--- src/sfws_pkg.sv ---
// shared types, constants and the rotate helper for the sha-1 first word search filter
`timescale 1ns / 1ps
package sfws_pkg;

   localparam int SFWS_ROUNDS = 80;
   localparam int SFWS_WORDS  = 16;

   localparam logic [31:0] H0_INIT = 32'h67452301;
   localparam logic [31:0] H1_INIT = 32'hEFCDAB89;
   localparam logic [31:0] H2_INIT = 32'h98BADCFE;
   localparam logic [31:0] H3_INIT = 32'h10325476;
   localparam logic [31:0] H4_INIT = 32'hC3D2E1F0;
   localparam logic [31:0] K_R0    = 32'h5A827999;
   localparam logic [31:0] K_R1    = 32'h6ED9EBA1;
   localparam logic [31:0] K_R2    = 32'h8F1BBCDC;
   localparam logic [31:0] K_R3    = 32'hCA62C1D6;

   localparam logic CMD_LOAD = 1'b0;
   localparam logic CMD_TEST = 1'b1;

   typedef struct packed {
      logic        cmd;
      logic [3:0]  word_index;
      logic [31:0] data_word;
      logic [31:0] candidate_tag;
   } sfws_req_type;

   typedef struct packed {
      logic        match;
      logic [31:0] result_tag;
   } sfws_rsp_type;

   // entry 0 is the schedule word of the current round
   typedef logic [SFWS_WORDS-1:0][31:0] sfws_window_type;

   typedef struct packed {
      logic            valid;
      logic [31:0]     tag;
      logic [31:0]     a;
      logic [31:0]     b;
      logic [31:0]     c;
      logic [31:0]     d;
      logic [31:0]     e;
      sfws_window_type win;
   } sfws_stage_type;

   function automatic logic [31:0] rotl32(input logic [31:0] v, input int n);
      rotl32 = (v << n) | (v >> (32 - n));
   endfunction

endpackage

--- src/sfws_round.sv ---
// one registered sha-1 round with its message schedule step
`timescale 1ns / 1ps
module sfws_round
   import sfws_pkg::*;
#(
   parameter int ROUND = 0
) (
   input  logic           clock,
   input  logic           reset,
   input  logic           advance,
   input  sfws_stage_type stage_in,
   output sfws_stage_type stage_out
);

   localparam int GROUP = ROUND / 20;

   logic            valid_ff;
   sfws_stage_type  pay_ff;
   sfws_stage_type  pay_in;
   logic [31:0]     f;
   logic [31:0]     k;
   logic [31:0]     w_next;

   always_comb begin
      case (GROUP)
         0: begin
            f = (stage_in.b & stage_in.c) | (~stage_in.b & stage_in.d);
            k = K_R0;
         end
         1: begin
            f = stage_in.b ^ stage_in.c ^ stage_in.d;
            k = K_R1;
         end
         2: begin
            f = (stage_in.b & stage_in.c) | (stage_in.b & stage_in.d) |
                (stage_in.c & stage_in.d);
            k = K_R2;
         end
         default: begin
            f = stage_in.b ^ stage_in.c ^ stage_in.d;
            k = K_R3;
         end
      endcase
   end

   // w[t+16] from the window that starts at w[t]
   assign w_next = rotl32(stage_in.win[13] ^ stage_in.win[8] ^ stage_in.win[2] ^
                          stage_in.win[0], 1);

   always_comb begin
      pay_in       = stage_in;
      pay_in.a     = rotl32(stage_in.a, 5) + f + stage_in.e + stage_in.win[0] + k;
      pay_in.b     = stage_in.a;
      pay_in.c     = rotl32(stage_in.b, 30);
      pay_in.d     = stage_in.c;
      pay_in.e     = stage_in.d;
      pay_in.win   = {w_next, stage_in.win[SFWS_WORDS-1:1]};
   end

   always_ff @(posedge clock) begin
      if (reset) begin
         valid_ff <= 1'b0;
      end else if (advance) begin
         valid_ff <= stage_in.valid;
      end
   end

   always_ff @(posedge clock) begin
      if (advance) begin
         pay_ff <= pay_in;
      end
   end

   always_comb begin
      stage_out       = pay_ff;
      stage_out.valid = valid_ff;
   end

endmodule

--- config.mk ---
export PLATFORM = sky130hd
export DESIGN_NAME = sfws_round
export DESIGN_NICKNAME = d
export VERILOG_FILES = /design/src/sfws_pkg.sv /design/src/sfws_round.sv
export SDC_FILE = /design/constraint.sdc
export NUM_CORES = 1
export LEC_CHECK = 0
export ABC_AREA = 1
export BUFFER_PORTS_ARGS = -buffer_cell sky130_fd_sc_hd__clkbuf_2
export CELL_PAD_IN_SITES_DETAIL_PLACEMENT = 0
export CELL_PAD_IN_SITES_GLOBAL_PLACEMENT = 2
export CORE_AREA = 2 2 553 555
export CTS_CLUSTER_DIAMETER = 40
export DETAILED_ROUTE_END_ITERATION = 16
export DIE_AREA = 0 0 555 557
export GPL_TIMING_DRIVEN = 0
export PLACE_DENSITY = 0.41
export RECOVER_POWER = 100
export SYNTH_ARGS = -nofsm -noshare
export SYNTH_HDL_FRONTEND = slang
export SYNTH_SLANG_ARGS = --single-unit
export TNS_END_PERCENT = 100
--- constraint.sdc ---
create_clock -name clock -period 5.5 [get_ports clock]
set_clock_uncertainty 0.15 [all_clocks]
set_input_delay 0.275 -clock clock [delete_from_list [all_inputs] [get_ports clock]]
set_output_delay 0.275 -clock clock [all_outputs]
set_load 0.02 [all_outputs]
==> results.yml <==
yosys:
  synth_area_mm2: 0.0270
  syn_inst: 1599
  synth_seq_cells: 705
  syn_area_per_cell_um2: 16.9
  yosys_warnings: 0
  synth_edf_count: 704
  ys.flop_type: "edfxtp_1"
  syn_nets: 2431
  seq_area_frac_synth: 0.782
  ys_types: 32
  async_reset_ff_frac: 0
clocking:
  cts_tree: "yes"
  post_cts_buffers: 0
  cts_resized: 0
  clk_pin_slew_worst_paths_ps: 40
  htree_levels: 4
  cts_root_buf: "clkbuf_16"
  numCtsBuffers: 212
  cts.sinks: 705
  clockBufferDepth: 4
  clk_latency_ps: 820
setup_path:
  setup.worst_path.start_class: "input pin"
  crit_required_ps: 5750
  crit_arrival_ps: 4880
  crit_fanout: 99
  crit_type: "in -> reg"
  critical_path.endpoint_type: "register"
flow_run:
  maxCapViolCount: 4
final_layout:
  drive_above_1_share: 0.184
  areaGrowthSynthToFinish_pct: 108
  layout.nets: 5146
  regArea_mm2: 0.0212
  multi_input_area_mm2: 0.00483
  num-fill-cells: 33700
timing:
  slew_viol_final: 422
  setup_violations: 0
  rsz0062_at_grt: "no"
  setup_tns_ps: 0
  max_freq_mhz: 216
  slew_headroom: -0.706
  worst_pin_slew_ps: 2560
  whs_ps: 69.6
  min_period_ps: 4630
  hold_violations: 0
  period_share: 0.842
global_routing:
  grt_use_total: 0.132
  antenna_found_initial: 108
  grt_max_degree: 103
  grt_pass1_vias: 26500
  grt_overflow_total: 0
  grt_pass1_wl_um: 266000
floorplan:
  num_io_pins: 1413
  die_w_um: 555
  rows: 203
  core_mm2: 0.304
  die_area_mm2: 0.309
  start_util: 0.0890
  die_y_um: 557
power:
  sw_frac_of_total: 0.309
  power_density_mw_per_mm2: 439
  switchingPower_mw: 7.63
  p_clk_frac: 0.523
  ir_worst_vdd_v: 0.000228
  seq_power_share: 0.276
  intPower_mw: 17.1
  p_leak_nw: 21.6
  p_comb_frac: 0.202
drt:
  ant_nets: 0
  drt_iter0_markers: 1105
  route.met2.wl_um: 101000
  wl_met3_um: 20900
  via_per_inst: 2.91
  route.detailed.drc: 0
  wl_met1_um: 82200
  highest_layer: "met5"
  routed_wirelength_um: 211000
  firstDrtPassIters: 5
  wl_per_cell_um: 24.7
  vias: 24900
placement:
  portBuffers: 1412
  post-dp-hpwl_um: 177000
  gp_congestion: 0.795
min_path:
  hold_class: "in -> reg"
status:
  outcome: "finished with violations"
  violations: "capacitance limit, slew limit"
cell type report:
type | count | share of cell area
Clock inverter | 158 | 0.0355
Sequential cell | 705 | 0.376
Clock buffer | 232 | 0.0959
Timing Repair Buffer | 2501 | 0.298
Multi-Input combinational cell | 620 | 0.0858
Antenna cell | 45 | 0.00200
Buffer | 1 | 0.000133
Tap cell | 3997 | 0.0888
Inverter | 273 | 0.0182
power by group through the flow:
stage | Combinational (mW) | Clock, mW | Sequential [mW]
final | 4.98 | 12.9 | 6.81
after global routing | 5.50 | 13.5 | 6.87
after CTS | 5.42 | 13.3 | 6.82
after detailed placement | 4.67 | 0 | 6.89
after global placement | 4.73 | 0 | 7.08
after floorplan | 1.51 | 0 | 7.58
cell usage after synthesis, types with 2 or more instances:
master | count | area (um^2)
inv_1 | 271 | 1020
nor2_1 | 34 | 128
ha_1 | 63 | 788
edfxtp_1 | 704 | 21100
nand3b_1 | 2 | 15.0
o21ai_0 | 3 | 15.0
xor2_1 | 46 | 403
nand2_1 | 219 | 822
o21bai_1 | 2 | 15.0
fa_1 | 61 | 1220
xnor2_1 | 65 | 569
a21oi_1 | 18 | 90.1
inv_2 | 2 | 7.51
nor3_2 | 2 | 20.0
mux2_2 | 14 | 158
nand2_2 | 20 | 125
and3_1 | 2 | 12.5
nor2_2 | 8 | 50.1
nand3_1 | 28 | 140
and2_1 | 2 | 12.5
nand4_1 | 5 | 31.3
mux2i_1 | 18 | 180
stage by stage:
stage	util	cells	worst slack [ps]	power (mW)	instance area, um^2
2_1_floorplan	-	1599	2100	9.09	27000
3_3_place_gp	0.129	7008	-11520	11.8	39100
3_5_place_dp	0.129	7016	837	11.6	39300
4_1_cts	0.189	8487	1160	25.5	57600
5_1_grt	0.185	8510	494	25.9	56200
6_report	0.185	8532	869	24.7	56300
cell usage in the layout, fill, tap and decap left out, drive strengths merged, types with 2 or more instances in the layout:
cell         synthesis  final
fa                  61     61
nand3               29     29
clkinv               0     78
inv                273    287
xnor2               65     65
clkbuf               0   1650
nand2              239    239
nor2                43     43
nand3b               2      2
ha                  63     63
edfxtp             704    704
dlygate4sd3          0   1081
o21bai               2      2
diode                0     45
clkinvlp             0     28
mux2i               18     18
and2                 3      3
a21oi               18     18
and3                 2      2
xor2                46     46
nor3                 3      3
nand4                5      5
mux2                14     14
buf                  1      3
o21ai                4      4
bufinv               0     38
per-layer routing:
layer  GRT usage  vias to the layer above
li1            -                    11100
met5           0                        -
met2       0.222                     1209
met4      0.0396                       44
met3      0.0567                      332
met1       0.149                    12200
final timing paths:
path	startpoint	to	slack, ps	cells past startpoint
hold / removal	stage_in[415]	stage_out[383]	70	2
setup reg to reg	valid_ff	valid_ff	4200	3
hold reg to reg	valid_ff	valid_ff	910	3
setup / recovery	advance	stage_out[637]	870	4
critical path: stages:
cell,delay (ps)
dlygate4sd3_1,540
clkbuf_8,470
clkbuf_2,1820
clkbuf_4,1420
sequential cells by signal, indices dropped and copies added (netlist names):
register / flops
valid_ff: 1
stage_out: 704
cell families (layout without fill, tap and decap cells):
group,Yosys count,count (layout),synth area share
xor gates and xnor gates,111,111,0.0359
adders and majority gates,124,124,0.0743
other,0,45,0
and+or+nand+nor,327,327,0.0517
DFF,705,705,0.782
buffers and inverters,274,3165,0.0382
AOI/OAI and AO/OA,26,26,0.00518
muxes,32,32,0.0125
timing repair:
action                                  4_1_cts  5_1_grt
endpoints found under the setup margin        0        0
hold buffers                               1081        0
endpoints found under the hold margin       732        0
Note: power is estimated with default switching activity, not from simulation.
